## config.mk

```make
export PLATFORM = sky130hd
export DESIGN_NAME = quaternion_to_euler_zyx_flat
export DESIGN_NICKNAME = d
export VERILOG_FILES = /design/src/design/qe_zyx_pkg.sv /design/src/design/qe_zyx_ifs.sv /design/src/design/qe_zyx_ctrl.sv /design/src/design/qe_zyx_dp.sv /design/src/design/quaternion_to_euler_zyx.sv /design/src/flat_wrapper.sv
export SDC_FILE = /design/constraint.sdc
export NUM_CORES = 2
export LEC_CHECK = 0
export BUFFER_PORTS_ARGS = -buffer_cell sky130_fd_sc_hd__clkbuf_2
export CORE_MARGIN = 2
export CORE_UTILIZATION = 30
export CTS_CLUSTER_DIAMETER = 80
export DETAILED_ROUTE_END_ITERATION = 6
export HOLD_SLACK_MARGIN = 0.06
export PLACE_DENSITY = 0.46
export SLEW_MARGIN = 15
export SYNTH_ARGS = -nofsm -noshare
export SYNTH_HDL_FRONTEND = slang
export SYNTH_SLANG_ARGS = --single-unit
```

## constraint.sdc

```tcl
create_clock -name clock -period 10.4 [get_ports clock]
set_input_delay 3.12 -clock clock [delete_from_list [all_inputs] [get_ports clock]]
set_output_delay 3.12 -clock clock [all_outputs]
set_load 0.02 [all_outputs]
```

## src/design/qe_zyx_pkg.sv

```systemverilog
// package: shared types, constants and tables of the quaternion to euler block
`default_nettype none
package qe_zyx_pkg;

   localparam int Q14_W        = 16;
   localparam int MUL_W        = 32;
   localparam int PROD_W       = 64;
   localparam int ACC_W        = 33;
   localparam int CW           = 38;
   localparam int ZW           = 27;
   localparam int RAD_W        = 58;
   localparam int ROOT_W       = 29;
   localparam int REM_W        = 31;
   localparam int SQRT_STEPS   = 29;
   localparam int ATAN_TAB_LEN = 24;
   localparam int IDX_W        = 5;
   localparam int ATAN_W       = 23;
   localparam int ANG_W        = 19;
   localparam int YAW_W        = 16;
   localparam int PITCH_W      = 15;
   localparam int YAW_LIM      = 23040;
   localparam int PITCH_LIM    = 11520;
   localparam int QUARTER_DEG  = 90 * 65536;
   localparam int ONE_Q28      = 268435456;

   typedef enum logic [3:0] {
      MS_WZ, MS_XY, MS_YY, MS_ZZ, MS_WY, MS_ZX, MS_WX, MS_YZ, MS_XX, MS_SS
   } mul_code_type;

   typedef enum logic [1:0] {
      ANG_YAW, ANG_PITCH, ANG_ROLL
   } angle_type;

   typedef enum logic [3:0] {
      ST_IDLE, ST_MUL, ST_ACC, ST_CLAMP, ST_SQ_MUL, ST_SQ_LOAD, ST_SQRT,
      ST_ROT_INIT, ST_ROT, ST_ANGLE, ST_EMIT
   } state_type;

   typedef struct packed {
      logic             load;
      logic             mul;
      logic             acc;
      logic             clamp;
      logic             sqrt_load;
      logic             sqrt_step;
      logic             rot_init;
      logic             rot_step;
      logic             angle_store;
      logic             emit;
      mul_code_type     code;
      angle_type        angle;
      logic [IDX_W-1:0] step_idx;
   } qe_cmd_type;

   typedef struct packed {
      logic start_ok;
      logic out_free;
   } qe_status_type;

   // operand pair for each product step of an angle
   function automatic mul_code_type mul_code(angle_type a, logic [1:0] s);
      mul_code_type c;
      c = MS_WZ;
      case (a)
         ANG_YAW: begin
            case (s)
               2'd0:    c = MS_WZ;
               2'd1:    c = MS_XY;
               2'd2:    c = MS_YY;
               default: c = MS_ZZ;
            endcase
         end
         ANG_PITCH: begin
            c = (s == 2'd0) ? MS_WY : MS_ZX;
         end
         default: begin
            case (s)
               2'd0:    c = MS_WX;
               2'd1:    c = MS_YZ;
               2'd2:    c = MS_XX;
               default: c = MS_YY;
            endcase
         end
      endcase
      return c;
   endfunction

   // atan(2^-i) in degrees, 16 fraction bits
   function automatic logic [ATAN_W-1:0] atan_deg16(logic [IDX_W-1:0] i);
      logic [ATAN_W-1:0] v;
      case (i)
         5'd0:    v = 23'd2949120;
         5'd1:    v = 23'd1740967;
         5'd2:    v = 23'd919879;
         5'd3:    v = 23'd466945;
         5'd4:    v = 23'd234379;
         5'd5:    v = 23'd117304;
         5'd6:    v = 23'd58666;
         5'd7:    v = 23'd29335;
         5'd8:    v = 23'd14668;
         5'd9:    v = 23'd7334;
         5'd10:   v = 23'd3667;
         5'd11:   v = 23'd1833;
         5'd12:   v = 23'd917;
         5'd13:   v = 23'd458;
         5'd14:   v = 23'd229;
         5'd15:   v = 23'd115;
         5'd16:   v = 23'd57;
         5'd17:   v = 23'd29;
         5'd18:   v = 23'd14;
         5'd19:   v = 23'd7;
         5'd20:   v = 23'd4;
         5'd21:   v = 23'd2;
         5'd22:   v = 23'd1;
         default: v = 23'd0;
      endcase
      return v;
   endfunction

endpackage
`default_nettype wire

```

## src/design/qe_zyx_ifs.sv

```systemverilog
// interfaces: request and response channels
`default_nettype none
interface qe_req_if #(parameter int QUAT_WIDTH = 16);
   logic                         valid;
   logic                         ready;
   logic                         fresh;
   logic signed [QUAT_WIDTH-1:0] in_w;
   logic signed [QUAT_WIDTH-1:0] in_x;
   logic signed [QUAT_WIDTH-1:0] in_y;
   logic signed [QUAT_WIDTH-1:0] in_z;
   modport source (output valid, fresh, in_w, in_x, in_y, in_z, input ready);
   modport sink   (input valid, fresh, in_w, in_x, in_y, in_z, output ready);
endinterface

interface qe_rsp_if #(parameter int QUAT_WIDTH = 16);
   logic                         valid;
   logic                         ready;
   logic                         have_fused;
   logic signed [QUAT_WIDTH-1:0] held_w;
   logic signed [QUAT_WIDTH-1:0] held_x;
   logic signed [QUAT_WIDTH-1:0] held_y;
   logic signed [QUAT_WIDTH-1:0] held_z;
   logic signed [15:0]           yaw_deg;
   logic signed [14:0]           pitch_deg;
   logic signed [15:0]           roll_deg;
   modport source (output valid, have_fused, held_w, held_x, held_y, held_z,
                   yaw_deg, pitch_deg, roll_deg, input ready);
   modport sink   (input valid, have_fused, held_w, held_x, held_y, held_z,
                   yaw_deg, pitch_deg, roll_deg, output ready);
endinterface
`default_nettype wire

```

## src/design/qe_zyx_ctrl.sv

```systemverilog
// controller: sequencer for products, square root and cordic passes
`default_nettype none
module qe_zyx_ctrl #(
   parameter int CORDIC_STEPS = 16
) (
   input  wire logic                  clock,
   input  wire logic                  reset,
   input  wire logic                  req_valid,
   output      logic                  req_ready,
   input  wire qe_zyx_pkg::qe_status_type status,
   output      qe_zyx_pkg::qe_cmd_type    cmd
);
   import qe_zyx_pkg::*;

   localparam int NSTEPS = (CORDIC_STEPS > ATAN_TAB_LEN) ? ATAN_TAB_LEN : CORDIC_STEPS;
   localparam logic [IDX_W-1:0] ROT_LAST  = IDX_W'(NSTEPS - 1);
   localparam logic [IDX_W-1:0] SQRT_LAST = IDX_W'(SQRT_STEPS - 1);

   state_type        state_ff, state_in;
   angle_type        angle_ff, angle_in;
   logic [1:0]       step_ff, step_in;
   logic [IDX_W-1:0] cnt_ff, cnt_in;
   logic             accept;
   logic             last_prod;

   assign req_ready = (state_ff == ST_IDLE);
   assign accept    = req_valid && req_ready;
   assign last_prod = (angle_ff == ANG_PITCH) ? (step_ff == 2'd1) : (step_ff == 2'd3);

   // next state
   always_comb begin
      state_in = state_ff;
      angle_in = angle_ff;
      step_in  = step_ff;
      cnt_in   = cnt_ff;
      case (state_ff)
         ST_IDLE: begin
            angle_in = ANG_YAW;
            step_in  = 2'd0;
            if (accept) begin
               state_in = status.start_ok ? ST_MUL : ST_EMIT;
            end
         end
         ST_MUL: state_in = ST_ACC;
         ST_ACC: begin
            if (last_prod) begin
               state_in = (angle_ff == ANG_PITCH) ? ST_CLAMP : ST_ROT_INIT;
            end else begin
               step_in  = step_ff + 2'd1;
               state_in = ST_MUL;
            end
         end
         ST_CLAMP:   state_in = ST_SQ_MUL;
         ST_SQ_MUL:  state_in = ST_SQ_LOAD;
         ST_SQ_LOAD: begin
            cnt_in   = '0;
            state_in = ST_SQRT;
         end
         ST_SQRT: begin
            cnt_in = cnt_ff + 1'b1;
            if (cnt_ff == SQRT_LAST) state_in = ST_ROT_INIT;
         end
         ST_ROT_INIT: begin
            cnt_in   = '0;
            state_in = ST_ROT;
         end
         ST_ROT: begin
            cnt_in = cnt_ff + 1'b1;
            if (cnt_ff == ROT_LAST) state_in = ST_ANGLE;
         end
         ST_ANGLE: begin
            step_in = 2'd0;
            case (angle_ff)
               ANG_YAW: begin
                  angle_in = ANG_PITCH;
                  state_in = ST_MUL;
               end
               ANG_PITCH: begin
                  angle_in = ANG_ROLL;
                  state_in = ST_MUL;
               end
               default: state_in = ST_EMIT;
            endcase
         end
         ST_EMIT: begin
            if (status.out_free) state_in = ST_IDLE;
         end
         default: state_in = ST_IDLE;
      endcase
   end

   // commands
   always_comb begin
      cmd          = '0;
      cmd.angle    = angle_ff;
      cmd.step_idx = cnt_ff;
      cmd.code     = mul_code(angle_ff, step_ff);
      case (state_ff)
         ST_IDLE:     cmd.load        = accept;
         ST_MUL:      cmd.mul         = 1'b1;
         ST_ACC:      cmd.acc         = 1'b1;
         ST_CLAMP:    cmd.clamp       = 1'b1;
         ST_SQ_MUL: begin
            cmd.mul  = 1'b1;
            cmd.code = MS_SS;
         end
         ST_SQ_LOAD:  cmd.sqrt_load   = 1'b1;
         ST_SQRT:     cmd.sqrt_step   = 1'b1;
         ST_ROT_INIT: cmd.rot_init    = 1'b1;
         ST_ROT:      cmd.rot_step    = 1'b1;
         ST_ANGLE:    cmd.angle_store = 1'b1;
         ST_EMIT:     cmd.emit        = status.out_free;
         default:     cmd             = '0;
      endcase
   end

   always_ff @(posedge clock) begin
      if (reset) begin
         state_ff <= ST_IDLE;
         angle_ff <= ANG_YAW;
         step_ff  <= 2'd0;
         cnt_ff   <= '0;
      end else begin
         state_ff <= state_in;
         angle_ff <= angle_in;
         step_ff  <= step_in;
         cnt_ff   <= cnt_in;
      end
   end

endmodule
`default_nettype wire

```

## src/design/qe_zyx_dp.sv

```systemverilog
// datapath: held quaternion, shared multiplier, square root, cordic, result register
`default_nettype none
module qe_zyx_dp #(
   parameter int QUAT_WIDTH = 16
) (
   input  wire logic                         clock,
   input  wire logic                         reset,
   input  wire logic                         csr_we,
   input  wire logic                         csr_wdata,
   input  wire logic                         req_fresh,
   input  wire logic signed [QUAT_WIDTH-1:0] req_in_w,
   input  wire logic signed [QUAT_WIDTH-1:0] req_in_x,
   input  wire logic signed [QUAT_WIDTH-1:0] req_in_y,
   input  wire logic signed [QUAT_WIDTH-1:0] req_in_z,
   input  wire qe_zyx_pkg::qe_cmd_type       cmd,
   output      qe_zyx_pkg::qe_status_type    status,
   output      logic                         rsp_valid,
   input  wire logic                         rsp_ready,
   output      logic                         rsp_have_fused,
   output      logic signed [QUAT_WIDTH-1:0] rsp_held_w,
   output      logic signed [QUAT_WIDTH-1:0] rsp_held_x,
   output      logic signed [QUAT_WIDTH-1:0] rsp_held_y,
   output      logic signed [QUAT_WIDTH-1:0] rsp_held_z,
   output      logic signed [15:0]           rsp_yaw_deg,
   output      logic signed [14:0]           rsp_pitch_deg,
   output      logic signed [15:0]           rsp_roll_deg
);
   import qe_zyx_pkg::*;

   logic                         enabled_ff;
   logic                         quat_valid_ff;
   logic                         live_ff;
   logic signed [QUAT_WIDTH-1:0] quat_ff [4];
   logic signed [Q14_W-1:0]      q14 [4];

   logic signed [MUL_W-1:0]  mul_a, mul_b;
   logic signed [PROD_W-1:0] prod_in, prod_ff;
   logic signed [ACC_W-1:0]  num_ff, den_ff;
   logic signed [ACC_W:0]    two_num;
   logic signed [ROOT_W:0]   s_ff;
   logic [RAD_W-1:0]         rad_ff;
   logic [ROOT_W-1:0]        root_ff;
   logic [REM_W-1:0]         rem_ff, rem_sh, trial;
   logic signed [CW-1:0]     xv, yv, x_ff, y_ff, dx, dy;
   logic signed [ZW-1:0]     z_ff;
   logic                     zero_ff;
   logic signed [ZW:0]       z_rnd;
   logic signed [ANG_W-1:0]  ang_r, ang_lim, ang_sat;
   logic signed [YAW_W-1:0]  yaw_ff, roll_ff;
   logic signed [PITCH_W-1:0] pitch_ff;
   logic signed [ZW-1:0]     atan_s;

   logic                         rsp_valid_ff;
   logic                         out_fused_ff;
   logic signed [QUAT_WIDTH-1:0] out_q_ff [4];
   logic signed [YAW_W-1:0]      out_yaw_ff, out_roll_ff;
   logic signed [PITCH_W-1:0]    out_pitch_ff;

   assign status.start_ok = enabled_ff && (req_fresh || quat_valid_ff);
   assign status.out_free = !rsp_valid_ff || rsp_ready;

   // bring each component to 14 fraction bits
   for (genvar k = 0; k < 4; k++) begin : g_q14
      if (QUAT_WIDTH >= Q14_W) begin : g_narrow
         assign q14[k] = Q14_W'(quat_ff[k] >>> (QUAT_WIDTH - Q14_W));
      end else begin : g_widen
         assign q14[k] = Q14_W'(quat_ff[k]) <<< (Q14_W - QUAT_WIDTH);
      end
   end

   // control state
   always_ff @(posedge clock) begin
      if (reset) begin
         enabled_ff    <= 1'b0;
         quat_valid_ff <= 1'b0;
         rsp_valid_ff  <= 1'b0;
      end else begin
         if (csr_we) enabled_ff <= csr_wdata;
         if (cmd.load && enabled_ff && req_fresh) quat_valid_ff <= 1'b1;
         if (cmd.emit)       rsp_valid_ff <= 1'b1;
         else if (rsp_ready) rsp_valid_ff <= 1'b0;
      end
   end

   always_ff @(posedge clock) begin
      if (cmd.load) begin
         live_ff <= status.start_ok;
         if (enabled_ff && req_fresh) begin
            quat_ff[0] <= req_in_w;
            quat_ff[1] <= req_in_x;
            quat_ff[2] <= req_in_y;
            quat_ff[3] <= req_in_z;
         end
      end
   end

   // shared multiplier
   always_comb begin
      mul_a = '0;
      mul_b = '0;
      case (cmd.code)
         MS_WZ: begin mul_a = MUL_W'(q14[0]); mul_b = MUL_W'(q14[3]); end
         MS_XY: begin mul_a = MUL_W'(q14[1]); mul_b = MUL_W'(q14[2]); end
         MS_YY: begin mul_a = MUL_W'(q14[2]); mul_b = MUL_W'(q14[2]); end
         MS_ZZ: begin mul_a = MUL_W'(q14[3]); mul_b = MUL_W'(q14[3]); end
         MS_WY: begin mul_a = MUL_W'(q14[0]); mul_b = MUL_W'(q14[2]); end
         MS_ZX: begin mul_a = MUL_W'(q14[3]); mul_b = MUL_W'(q14[1]); end
         MS_WX: begin mul_a = MUL_W'(q14[0]); mul_b = MUL_W'(q14[1]); end
         MS_YZ: begin mul_a = MUL_W'(q14[2]); mul_b = MUL_W'(q14[3]); end
         MS_XX: begin mul_a = MUL_W'(q14[1]); mul_b = MUL_W'(q14[1]); end
         MS_SS: begin mul_a = MUL_W'(s_ff);   mul_b = MUL_W'(s_ff);   end
         default: begin mul_a = '0; mul_b = '0; end
      endcase
   end
   assign prod_in = mul_a * mul_b;

   assign two_num = {num_ff, 1'b0};

   always_ff @(posedge clock) begin
      if (cmd.mul) prod_ff <= prod_in;
      if (cmd.load || cmd.angle_store) begin
         num_ff <= '0;
         den_ff <= '0;
      end else if (cmd.acc) begin
         case (cmd.code)
            MS_ZX:                 num_ff <= num_ff - prod_ff[ACC_W-1:0];
            MS_YY, MS_ZZ, MS_XX:   den_ff <= den_ff + prod_ff[ACC_W-1:0];
            default:               num_ff <= num_ff + prod_ff[ACC_W-1:0];
         endcase
      end
      // pitch sine clamped to +-1
      if (cmd.clamp) begin
         if (two_num > (ACC_W+1)'(ONE_Q28))       s_ff <= (ROOT_W+1)'(ONE_Q28);
         else if (two_num < -(ACC_W+1)'(ONE_Q28)) s_ff <= -(ROOT_W+1)'(ONE_Q28);
         else                                      s_ff <= two_num[ROOT_W:0];
      end
   end

   // digit-by-digit square root, two radicand bits a step
   assign rem_sh = {rem_ff[REM_W-3:0], rad_ff[RAD_W-1 -: 2]};
   assign trial  = {root_ff, 2'b01};

   always_ff @(posedge clock) begin
      if (cmd.sqrt_load) begin
         rad_ff  <= (RAD_W'(1) << 56) - prod_ff[RAD_W-1:0];
         root_ff <= '0;
         rem_ff  <= '0;
      end else if (cmd.sqrt_step) begin
         rad_ff <= rad_ff << 2;
         if (rem_sh >= trial) begin
            rem_ff  <= rem_sh - trial;
            root_ff <= {root_ff[ROOT_W-2:0], 1'b1};
         end else begin
            rem_ff  <= rem_sh;
            root_ff <= {root_ff[ROOT_W-2:0], 1'b0};
         end
      end
   end

   // cordic operands for the current angle
   always_comb begin
      if (cmd.angle == ANG_PITCH) begin
         yv = CW'(s_ff);
         xv = CW'({1'b0, root_ff});
      end else begin
         yv = CW'(two_num);
         xv = CW'(ONE_Q28) - CW'({den_ff, 1'b0});
      end
   end

   assign dx     = y_ff >>> cmd.step_idx;
   assign dy     = x_ff >>> cmd.step_idx;
   assign atan_s = ZW'(atan_deg16(cmd.step_idx));

   always_ff @(posedge clock) begin
      if (cmd.rot_init) begin
         zero_ff <= (xv == '0) && (yv == '0);
         if (xv < 0) begin
            if (yv >= 0) begin
               x_ff <= yv;
               y_ff <= -xv;
               z_ff <= ZW'(QUARTER_DEG);
            end else begin
               x_ff <= -yv;
               y_ff <= xv;
               z_ff <= -ZW'(QUARTER_DEG);
            end
         end else begin
            x_ff <= xv;
            y_ff <= yv;
            z_ff <= '0;
         end
      end else if (cmd.rot_step) begin
         if (y_ff >= 0) begin
            x_ff <= x_ff + dx;
            y_ff <= y_ff - dy;
            z_ff <= z_ff + atan_s;
         end else begin
            x_ff <= x_ff - dx;
            y_ff <= y_ff + dy;
            z_ff <= z_ff - atan_s;
         end
      end
   end

   // round half up to q9.7 and saturate
   assign z_rnd   = (ZW+1)'(z_ff) + (ZW+1)'(256);
   assign ang_r   = ANG_W'(z_rnd >>> 9);
   assign ang_lim = (cmd.angle == ANG_PITCH) ? ANG_W'(PITCH_LIM) : ANG_W'(YAW_LIM);

   always_comb begin
      if (zero_ff)               ang_sat = '0;
      else if (ang_r > ang_lim)  ang_sat = ang_lim;
      else if (ang_r < -ang_lim) ang_sat = -ang_lim;
      else                       ang_sat = ang_r;
   end

   always_ff @(posedge clock) begin
      if (cmd.angle_store) begin
         case (cmd.angle)
            ANG_YAW:   yaw_ff   <= ang_sat[YAW_W-1:0];
            ANG_PITCH: pitch_ff <= ang_sat[PITCH_W-1:0];
            default:   roll_ff  <= ang_sat[YAW_W-1:0];
         endcase
      end
   end

   // response register
   always_ff @(posedge clock) begin
      if (cmd.emit) begin
         out_fused_ff <= live_ff;
         for (int k = 0; k < 4; k++) begin
            out_q_ff[k] <= live_ff ? quat_ff[k] : '0;
         end
         out_yaw_ff   <= live_ff ? yaw_ff   : '0;
         out_pitch_ff <= live_ff ? pitch_ff : '0;
         out_roll_ff  <= live_ff ? roll_ff  : '0;
      end
   end

   assign rsp_valid      = rsp_valid_ff;
   assign rsp_have_fused = out_fused_ff;
   assign rsp_held_w     = out_q_ff[0];
   assign rsp_held_x     = out_q_ff[1];
   assign rsp_held_y     = out_q_ff[2];
   assign rsp_held_z     = out_q_ff[3];
   assign rsp_yaw_deg    = out_yaw_ff;
   assign rsp_pitch_deg  = out_pitch_ff;
   assign rsp_roll_deg   = out_roll_ff;

endmodule
`default_nettype wire

```

## src/design/quaternion_to_euler_zyx.sv

```systemverilog
// top level: zyx euler angles from a held fusion quaternion
//
//   channel   dir   beat contents
//   req_bus   in    fresh, in_w, in_x, in_y, in_z (quaternion, q1.14 at width 16)
//   rsp_bus   out   have_fused, held_w..held_z, yaw_deg, pitch_deg, roll_deg (q9.7, pitch_deg q8.7)
//   csr_*     in    enabled bit, written when csr_we is high
//
// a computed beat holds the block until its response is registered: eleven products on one
// shared multiplier, a 29-step square root and three cordic passes of N steps on one
// shift-add unit, N = min(CORDIC_STEPS, 24)
// a beat while disabled or before any quaternion goes straight to the response and returns all zeros
// reset is synchronous: disabled, no quaternion held, response empty
// a new request is taken while the last response still waits for rsp ready
`default_nettype none
module quaternion_to_euler_zyx #(
   parameter int QUAT_WIDTH   = 16,
   parameter int CORDIC_STEPS = 16
) (
   input  wire logic clock,
   input  wire logic reset,
   qe_req_if.sink    req_bus,
   qe_rsp_if.source  rsp_bus,
   input  wire logic csr_we,
   input  wire logic csr_wdata
);
   import qe_zyx_pkg::*;

   // command and status between sequencer and datapath
   qe_cmd_type    cmd;
   qe_status_type status;

   qe_zyx_ctrl #(
      .CORDIC_STEPS (CORDIC_STEPS)
   ) u_ctrl (
      .clock     (clock),
      .reset     (reset),
      .req_valid (req_bus.valid),
      .req_ready (req_bus.ready),
      .status    (status),
      .cmd       (cmd)
   );

   qe_zyx_dp #(
      .QUAT_WIDTH (QUAT_WIDTH)
   ) u_dp (
      .clock          (clock),
      .reset          (reset),
      .csr_we         (csr_we),
      .csr_wdata      (csr_wdata),
      .req_fresh      (req_bus.fresh),
      .req_in_w       (req_bus.in_w),
      .req_in_x       (req_bus.in_x),
      .req_in_y       (req_bus.in_y),
      .req_in_z       (req_bus.in_z),
      .cmd            (cmd),
      .status         (status),
      .rsp_valid      (rsp_bus.valid),
      .rsp_ready      (rsp_bus.ready),
      .rsp_have_fused (rsp_bus.have_fused),
      .rsp_held_w     (rsp_bus.held_w),
      .rsp_held_x     (rsp_bus.held_x),
      .rsp_held_y     (rsp_bus.held_y),
      .rsp_held_z     (rsp_bus.held_z),
      .rsp_yaw_deg    (rsp_bus.yaw_deg),
      .rsp_pitch_deg  (rsp_bus.pitch_deg),
      .rsp_roll_deg   (rsp_bus.roll_deg)
   );

endmodule
`default_nettype wire
```

## src/flat_wrapper.sv

```systemverilog
// flat-port wrapper written by rule: the top's interface ports become plain ports
module quaternion_to_euler_zyx_flat import qe_zyx_pkg::*;
#(
   parameter int QUAT_WIDTH   = 16,
   parameter int CORDIC_STEPS = 16
)
  (clock, reset, csr_we, csr_wdata, req_bus_valid, req_bus_fresh, req_bus_in_w, req_bus_in_x, req_bus_in_y, req_bus_in_z, req_bus_ready, rsp_bus_valid, rsp_bus_have_fused, rsp_bus_held_w, rsp_bus_held_x, rsp_bus_held_y, rsp_bus_held_z, rsp_bus_yaw_deg, rsp_bus_pitch_deg, rsp_bus_roll_deg, rsp_bus_ready);
  qe_req_if #(.QUAT_WIDTH(QUAT_WIDTH)) req_bus_i ();
  qe_rsp_if #(.QUAT_WIDTH(QUAT_WIDTH)) rsp_bus_i ();
  input  wire logic clock;
  input  wire logic reset;
  input  wire logic csr_we;
  input  wire logic csr_wdata;
  input wire logic [$bits(req_bus_i.valid)-1:0] req_bus_valid;
  input wire logic [$bits(req_bus_i.fresh)-1:0] req_bus_fresh;
  input wire logic [$bits(req_bus_i.in_w)-1:0] req_bus_in_w;
  input wire logic [$bits(req_bus_i.in_x)-1:0] req_bus_in_x;
  input wire logic [$bits(req_bus_i.in_y)-1:0] req_bus_in_y;
  input wire logic [$bits(req_bus_i.in_z)-1:0] req_bus_in_z;
  output wire logic [$bits(req_bus_i.ready)-1:0] req_bus_ready;
  output wire logic [$bits(rsp_bus_i.valid)-1:0] rsp_bus_valid;
  output wire logic [$bits(rsp_bus_i.have_fused)-1:0] rsp_bus_have_fused;
  output wire logic [$bits(rsp_bus_i.held_w)-1:0] rsp_bus_held_w;
  output wire logic [$bits(rsp_bus_i.held_x)-1:0] rsp_bus_held_x;
  output wire logic [$bits(rsp_bus_i.held_y)-1:0] rsp_bus_held_y;
  output wire logic [$bits(rsp_bus_i.held_z)-1:0] rsp_bus_held_z;
  output wire logic [$bits(rsp_bus_i.yaw_deg)-1:0] rsp_bus_yaw_deg;
  output wire logic [$bits(rsp_bus_i.pitch_deg)-1:0] rsp_bus_pitch_deg;
  output wire logic [$bits(rsp_bus_i.roll_deg)-1:0] rsp_bus_roll_deg;
  input wire logic [$bits(rsp_bus_i.ready)-1:0] rsp_bus_ready;
  assign req_bus_i.valid = req_bus_valid;
  assign req_bus_i.fresh = req_bus_fresh;
  assign req_bus_i.in_w = req_bus_in_w;
  assign req_bus_i.in_x = req_bus_in_x;
  assign req_bus_i.in_y = req_bus_in_y;
  assign req_bus_i.in_z = req_bus_in_z;
  assign req_bus_ready = req_bus_i.ready;
  assign rsp_bus_valid = rsp_bus_i.valid;
  assign rsp_bus_have_fused = rsp_bus_i.have_fused;
  assign rsp_bus_held_w = rsp_bus_i.held_w;
  assign rsp_bus_held_x = rsp_bus_i.held_x;
  assign rsp_bus_held_y = rsp_bus_i.held_y;
  assign rsp_bus_held_z = rsp_bus_i.held_z;
  assign rsp_bus_yaw_deg = rsp_bus_i.yaw_deg;
  assign rsp_bus_pitch_deg = rsp_bus_i.pitch_deg;
  assign rsp_bus_roll_deg = rsp_bus_i.roll_deg;
  assign rsp_bus_i.ready = rsp_bus_ready;
  quaternion_to_euler_zyx #(.QUAT_WIDTH(QUAT_WIDTH), .CORDIC_STEPS(CORDIC_STEPS)) u_core (.clock(clock), .reset(reset), .req_bus(req_bus_i), .rsp_bus(rsp_bus_i), .csr_we(csr_we), .csr_wdata(csr_wdata));
endmodule
```

After elaboration in Yosys (flattened, before gate mapping)
Memories as Yosys holds them, arrays and structs flattened.
Index checks and enable logic that the tools add are counted.
Storage, ports and cells
  latch bits: 0
  output and inout bits: 114
  memory bits (writable): 128
  flip-flop bits (word level): 486
  ROM bits: 704
  memories kept: 3
Cells by class
  $mul: 1
  reductions and logical operators: 48
  muxes and demuxes: 71
  div/mod/pow operators: 0
  add/sub/neg operators: 18
  bitwise gates (word level): 2
  shift-type cells: 2
  $lt $le $gt $ge: 8
  equal/unequal tests: 32
Memories
  (name not given): words 32, bits a word 22, rd ports 1, clocked after Yosys merged registers in 0, wr ports 0, line qe_zyx_pkg.sv:91  | case (i)
  u_core.u_dp.out_q_ff: words 4, bits a word 16, rd ports 4, clocked after Yosys merged registers in 0, wr ports 4, line qe_zyx_dp.sv:55  | logic signed [QUAT_WIDTH-1:0] out_q_ff [4];
  u_core.u_dp.quat_ff: words 4, bits a word 16, rd ports 4, clocked after Yosys merged registers in 0, wr ports 4, line qe_zyx_dp.sv:33  | logic signed [QUAT_WIDTH-1:0] quat_ff [4];
Operators by type and width (number)
  38-bit 2-to-1 mux: 12
  32-bit one-hot mux with 5 select lines: 1
  27-bit 2-to-1 mux: 5
  32-bit one-hot mux with 4 select lines: 1
  58-bit 2-to-1 mux: 2
  16-bit 2-to-1 mux: 7
  38-bit adder: 2
  38-bit by 1-bit greater-or-equal comparator with 1-bit output (second input constant): 2
  38-bit zero test: 2
  38-bit negation: 2
  38-bit by 5-bit >>> shifter with 38-bit output: 2
  38-bit subtractor: 2
  33-bit adder: 2
  33-bit one-hot mux with 2 select lines: 1
  32-bit by 32-bit multiplier with 58-bit output: 1
  57-bit by 58-bit subtractor with 58-bit output (first input constant): 1
  4-bit one-hot mux with 11 select lines: 1
  38-bit by 1-bit < comparator with 1-bit output (second input constant): 1
  29-bit by 34-bit subtractor with 35-bit output (first input constant): 1
  34-bit by 30-bit greater-than comparator with 1-bit output (second input constant): 1
  34-bit by 29-bit < comparator with 1-bit output (second input constant): 1
  33-bit subtractor: 1
  4-bit by 3-bit equality test with 1-bit output (second input constant): 8
  31-bit greater-or-equal comparator: 1
  other kinds (45): 122

Depth between registers and ports, before layout
  depth in word-level cells: 10
  gate-level depth with buffers: 46
  mapped depth without buffers: 41

Hierarchy
From an unflattened synthesis, not the netlist that was laid out.
Second synthesis, totals
  cell total of the unflattened synthesis: 8336
  area, all modules: 77770.8 µm²
By module, submodules not included
  qe_zyx_dp: times used 1, area each 76617.2 µm², cells an instance 8184
  qe_zyx_ctrl: times used 1, area each 1153.6 µm², cells an instance 152

Worst setup path after synthesis
Ideal clock, no wire load.
  path type: flip-flop to flip-flop
  start point: register u_core.u_ctrl.state_ff[3]
  end point: register u_core.u_dp.prod_ff[57] (data pin)
  buffers on the path: 9
  data required time: 10.136 ns
  data arrival time: 10.539 ns
  path slack: -0.402 ns
  stages on the path, launching flop included: 44
  cells stage by stage: dfxtp_1 -> clkbuf_1 -> buf_2 -> buf_2 -> buf_2 -> nor2_1 -> nand2_1 -> and2_1 -> buf_2 -> mux2i_1 -> nor2_1 -> clkbuf_1 -> buf_1 -> a221oi_1 -> clkbuf_1 -> nor2_1 -> fa_1 -> fa_1 -> [8 not listed] -> fa_1 -> inv_1 -> fa_1 -> inv_1 -> ha_1 -> clkbuf_1 -> o21a_1 -> o211ai_1 -> nor3_1 -> o2111ai_1 -> nand3_1 -> a41oi_1 -> o21ai_1 -> a211o_1 -> a21o_1 -> a221o_1 -> a221oi_1 -> xnor2_1
Between the ends
  longest elaborated chain between the ends: 7
RTL lines
  from (decl): line qe_zyx_ctrl.sv:19  | state_type state_ff, state_in;
  from (signal assigned): line qe_zyx_ctrl.sv:124  | state_ff <= state_in;
  4-bit equality test (tied with other cells): line qe_zyx_ctrl.sv:98  | case (state_ff)
  10-bit OR reduction (no line)
  4-bit one-hot mux with 2 select lines (*): line qe_zyx_ctrl.sv:98
  4-bit by 3-bit equality test with 1-bit output (tied with other cells): line qe_zyx_dp.sv:101  | case (cmd.code)
  3-bit OR reduction (no line) or 2-bit OR reduction (tied branches)
  32-bit one-hot mux with 5 select lines or 32-bit one-hot mux with 4 select lines (tied branches): line qe_zyx_dp.sv:101
  32-bit by 32-bit multiplier with 58-bit output (*): line qe_zyx_dp.sv:115  | assign prod_in = mul_a * mul_b;
  net u_core.u_dp.prod_in[57]: line qe_zyx_dp.sv:37  | logic signed [PROD_W-1:0] prod_in, prod_ff;
  to (signal assigned): line qe_zyx_dp.sv:120  | if (cmd.mul) prod_ff <= prod_in;
  to (decl): line qe_zyx_dp.sv:37
The timed path passes the listed nets; every way through them passes the cells marked *.
A chain may end at the register's enable or synchronous reset.

Worst setup path in the final report
  start point: register u_core.u_ctrl.step_ff[0]
  end point: register u_core.u_dp.prod_ff[57] (data pin)
Between the ends
  longest elaborated chain between the ends: 8
RTL lines
  from (decl): line qe_zyx_ctrl.sv:21  | logic [1:0] step_ff, step_in;
  from (signal assigned): line qe_zyx_ctrl.sv:126  | step_ff <= step_in;
  2-bit equality test (tied with other cells): line qe_zyx_pkg.sv:66, qe_zyx_pkg.sv:77
  4-bit one-hot mux with 3 select lines (tied with other cells): line qe_zyx_pkg.sv:77  | case (s)
  4-bit one-hot mux with 2 select lines (*): line qe_zyx_pkg.sv:64  | case (a)
  4-bit one-hot mux with 2 select lines (*): line qe_zyx_ctrl.sv:98
  4-bit by 3-bit equality test with 1-bit output (tied with other cells): line qe_zyx_dp.sv:101
  3-bit OR reduction (no line) or 2-bit OR reduction (tied branches)
  32-bit one-hot mux with 5 select lines or 32-bit one-hot mux with 4 select lines (tied branches): line qe_zyx_dp.sv:101
  32-bit by 32-bit multiplier with 58-bit output (*): line qe_zyx_dp.sv:115
  net u_core.u_dp.prod_in[57]: line qe_zyx_dp.sv:37
Marked as above.

==> implementation parameters <==
Parameter                              Value

Die
  Core outline area ... 257200 sq um
  Height of the die ... 512.8 um
  Boundary Pins ... 185
  Number of cell rows ... 186
  Die Outline Area ... 263000 sq um
  Initial Util ... 30.20%
  Die Span X ... 512.8 um

Hold path
  Type of the most critical hold path ... flip-flop to flip-flop

Synthesis
  Sequential-to-total area share from yosys stat ... 21.90%
  Warnings from Yosys ... 0
  Area share of the leading cell type in the synthesized netlist ... 25.21%
  Synth Instances ... 8659
  Post-synthesis cell type with the largest combined area ... sky130_fd_sc_hd__fa_1
  Flop and latch count out of synthesis ... 613
  Mapped Avg Cell Area ... 8.969 sq um
  Main synth FF type ... sky130_fd_sc_hd__edfxtp_1
  EDFF count, synth ... 473
  Distinct cell type count after synthesis ... 107
  Number of nets in the synthesized netlist ... 10120
  Share of async-settable or async-resettable flops after synthesis ... 0%
  Dominant cells by area after synthesis ... sky130_fd_sc_hd__fa_1, sky130_fd_sc_hd__edfxtp_1, sky130_fd_sc_hd__ha_1
  Combined area of all synthesized cells ... 77660 sq um

Routing
  DRC violations left ... 3
  Routed Antenna Nets ... 0
  Final wirelength ... 303000 um
  Iter 0 DRT Violations ... 5187
  Via-per-instance ratio ... 5.278
  Overall via count from detail_route ... 66680
  First-pass iteration count of the detailed router ... 7
  Wire length per cell after detailed routing ... 23.99 um

Placed design
  Sum of net half-perimeters after detailed placement ... 248200 um
  # placed instances ... 12420
  Total of buffers placed on input and output ports ... 184
  Global placer's final weighted congestion ... 0.9330

Critical path
  Arrival time worst endpoint ... 10.66 ns
  Worst Setup Start Kind ... flip-flop
  Cell at the slowest stage of the critical path ... sky130_fd_sc_hd__fa_1
  Max FO, Critical Path ... 11
  Top Family by Delay on Critical Path ... adder cells
  Required @ worst endpoint ... 10.86 ns
  Worst Setup End Kind ... flip-flop
  Critical path's largest stage delay ... 0.62 ns
  Cell mode on critical path ... sky130_fd_sc_hd__fa_1
  Critical path buffer and inverter count ... 9
  Crit path kind ... flip-flop to flip-flop

Clocking
  Hold-fix buffers at CTS ... 0
  Total number of H-tree levels ... 3
  Clock insertion delay at the later pin of the skew report ... 0.75 ns
  Reg clk slew, reported paths ... 0.06 ns
  Clock net sink count ... 613
  TritonCTS buffer count ... 84
  Cell chosen for the clock root ... sky130_fd_sc_hd__clkbuf_16
  Clock Tree Buf Depth ... 3
  Clock tree from TritonCTS ... done

GRT
  Antenna violations before repair ... 7
  GRT Overall Usage ... 22.69%
  Via count of the first global-routing pass ... 67970
  Wire length of the first global-routing pass ... 449400 um
  Grt total ovfl ... 0
  Maximum number of pins on one net before global-route repair ... 112

STA
  Setup TNS ... 0 ns
  Period utilization ... 98.07%
  Final hold violation count ... 0
  Final count of negative-setup-slack endpoints ... 0
  Pins Over Slew Limit ... 0
  Actual slew at the worst max-slew pin ... 1.214 ns
  Clock Skews ... 0.04444 ns
  Final critical-path required period ... 10.20 ns
  Unrepaired setup endpoints after global routing ... yes
  Max Freq ... 98.04 MHz
  Worst relative slew slack ... 18.62%

Flow run
  Number of maximum-capacitance constraint violations ... 0

Cells and area
  Share of post-route cells with drive strength above 1 ... 14.26%
  Final standard cell utilization of the core ... 35.42%
  Count of non-filler cells in the finished layout ... 12630
  Nets ... 10630
  Area growth from synthesis to final layout ... 17.28%

Status
  Violated checks ... DRC
  Status ... finished, violations left
what timing repair did:
item,4_1_cts,5_1_grt
endpoints found under the setup margin,13,20
pin swaps,9,92
buffers inserted,4,43
gates cloned,0,5
resized for setup,23,156
per-layer routing:
metal  global-route usage (%)  wire, um  vias to the layer above
li1                         -         -                    30250
met1                    29.82    129400                    34010
met2                    38.42    146000                     1960
met3                    2.457     15160                      462
met4                    8.227     12460                        0
met5                        0         0                        -
flip-flops by register name, summed over array words and instances (netlist names), 15 cells and up:
name,count
u_core.u_dp.rsp_yaw_deg,16
u_core.u_dp.root_ff,29
u_core.u_dp.roll_ff,16
u_core.u_dp.rsp_pitch_deg,15
u_core.u_dp.quat_ff,64
u_core.u_dp.s_ff,29
u_core.u_dp.rem_ff,29
u_core.u_dp.num_ff,33
u_core.u_dp.z_ff,27
u_core.u_dp.rad_ff,58
u_core.u_dp.pitch_ff,15
u_core.u_dp.x_ff,38
u_core.u_dp.y_ff,38
u_core.u_dp.den_ff,33
u_core.u_dp.yaw_ff,16
u_core.u_dp.out_q_ff,64
u_core.u_dp.rsp_roll_deg,16
u_core.u_dp.prod_ff,58
Yosys cell counts (15+ instances only):
cell,count
sky130_fd_sc_hd__a221oi_1,38
sky130_fd_sc_hd__mux2_2,38
sky130_fd_sc_hd__a21oi_1,453
sky130_fd_sc_hd__or2_2,30
sky130_fd_sc_hd__or4_1,20
sky130_fd_sc_hd__o41ai_1,16
sky130_fd_sc_hd__nand2_1,1079
sky130_fd_sc_hd__o31ai_1,37
sky130_fd_sc_hd__fa_1,978
sky130_fd_sc_hd__edfxtp_1,473
sky130_fd_sc_hd__o21ai_0,355
sky130_fd_sc_hd__mux2i_1,96
sky130_fd_sc_hd__and2_1,147
sky130_fd_sc_hd__a221o_1,34
sky130_fd_sc_hd__nor2b_1,71
sky130_fd_sc_hd__a311oi_1,26
sky130_fd_sc_hd__o21bai_1,39
sky130_fd_sc_hd__clkbuf_1,315
sky130_fd_sc_hd__buf_1,40
sky130_fd_sc_hd__dfxtp_1,140
sky130_fd_sc_hd__and3_1,38
sky130_fd_sc_hd__a31oi_1,69
sky130_fd_sc_hd__nand4_1,37
sky130_fd_sc_hd__nor3_1,107
sky130_fd_sc_hd__a21o_1,133
sky130_fd_sc_hd__or3_1,40
sky130_fd_sc_hd__buf_2,54
sky130_fd_sc_hd__nor3b_1,15
sky130_fd_sc_hd__a211o_1,17
sky130_fd_sc_hd__nor4_1,41
sky130_fd_sc_hd__ha_1,407
sky130_fd_sc_hd__buf_6,17
sky130_fd_sc_hd__nand3_1,170
sky130_fd_sc_hd__inv_1,1113
sky130_fd_sc_hd__o211ai_1,190
sky130_fd_sc_hd__a211oi_1,98
sky130_fd_sc_hd__o22ai_1,45
sky130_fd_sc_hd__nor2_1,741
sky130_fd_sc_hd__o21a_1,46
sky130_fd_sc_hd__nand2b_1,57
sky130_fd_sc_hd__xnor2_1,276
sky130_fd_sc_hd__a22oi_1,35
sky130_fd_sc_hd__xor2_1,221
kinds of logic (layout without fill, tap and decap cells):
kind of cell	count (synthesis)	in the layout	share of synthesized area, %
compound gates	1810	1810	15.42
xor+xnor	497	497	5.605
fa+ha+maj	1385	1385	31.77
buf+inv	1558	2143	7.864
flops	613	613	21.90
mux	144	144	2.078
other cells	0	6	0
simple gates	2652	2652	15.37
stage by stage:
stage                     cell area [sq um]  hold WS [ns]  worst slack [ns]
after global routing                  91070        0.5032           -0.1094
after CTS                             89950        0.4704         0.0004796
after floorplan                       77780        0.4363          0.005463
after detailed placement              86930        0.4640           -0.4971
final                                 91090        0.4679            0.2005
after global placement                86930        0.4424           -0.2684
cell usage in the layout (no fill, tap or decap), drive strengths merged, types with 98 or more instances in the layout:
cell and instances:
inv 1125, nand2 1080, fa 978, nor2 742, buf 679, edfxtp 473, a21oi 457, ha 407
o21ai 367, clkbuf 301, xnor2 276, xor2 221, o211ai 201, nand3 171, and2 150, dfxtp 140
a21o 133, nor3 107, a211oi 98
worst reg2reg max path, delay by kind of cell, from the launching register on:
family                   cells  cell delay (ns)
AO/OA/AOI/OAI               15             3.09
XOR/XNOR                     1             0.10
AND/OR/NAND/NOR              5             0.56
adder cells (fa/ha/maj)     10             4.68
flip-flops                   1             0.35
buffers and inverters        9             1.13
final cells by class:
class,instances,area [sq um]
repair buffers,868,7132
fillers,26580,166100
well taps,3384,4234
multi-input cells,6488,55600
diodes,6,15.01
clock inverters,46,584.3
clock buffers,112,2308
inverters,1117,4198
flip-flops and latches,613,17020
path summary, 6_finish.rpt:
check	to	depth (start not counted)	slack [ns]	startpoint
worst min-delay path	u_core.u_dp.root_ff[28]	2	0.47	u_core.u_dp.root_ff[28]
worst max register to register	u_core.u_dp.prod_ff[57]	40	0.20	u_core.u_ctrl.step_ff[0]
worst max-delay path	u_core.u_dp.prod_ff[57]	40	0.20	u_core.u_ctrl.step_ff[0]
worst min register to register	u_core.u_dp.root_ff[28]	2	0.47	u_core.u_dp.root_ff[28]
Power is not shown: default switching activity piles up to over one toggle a cycle in this logic, so the estimate is an artifact.
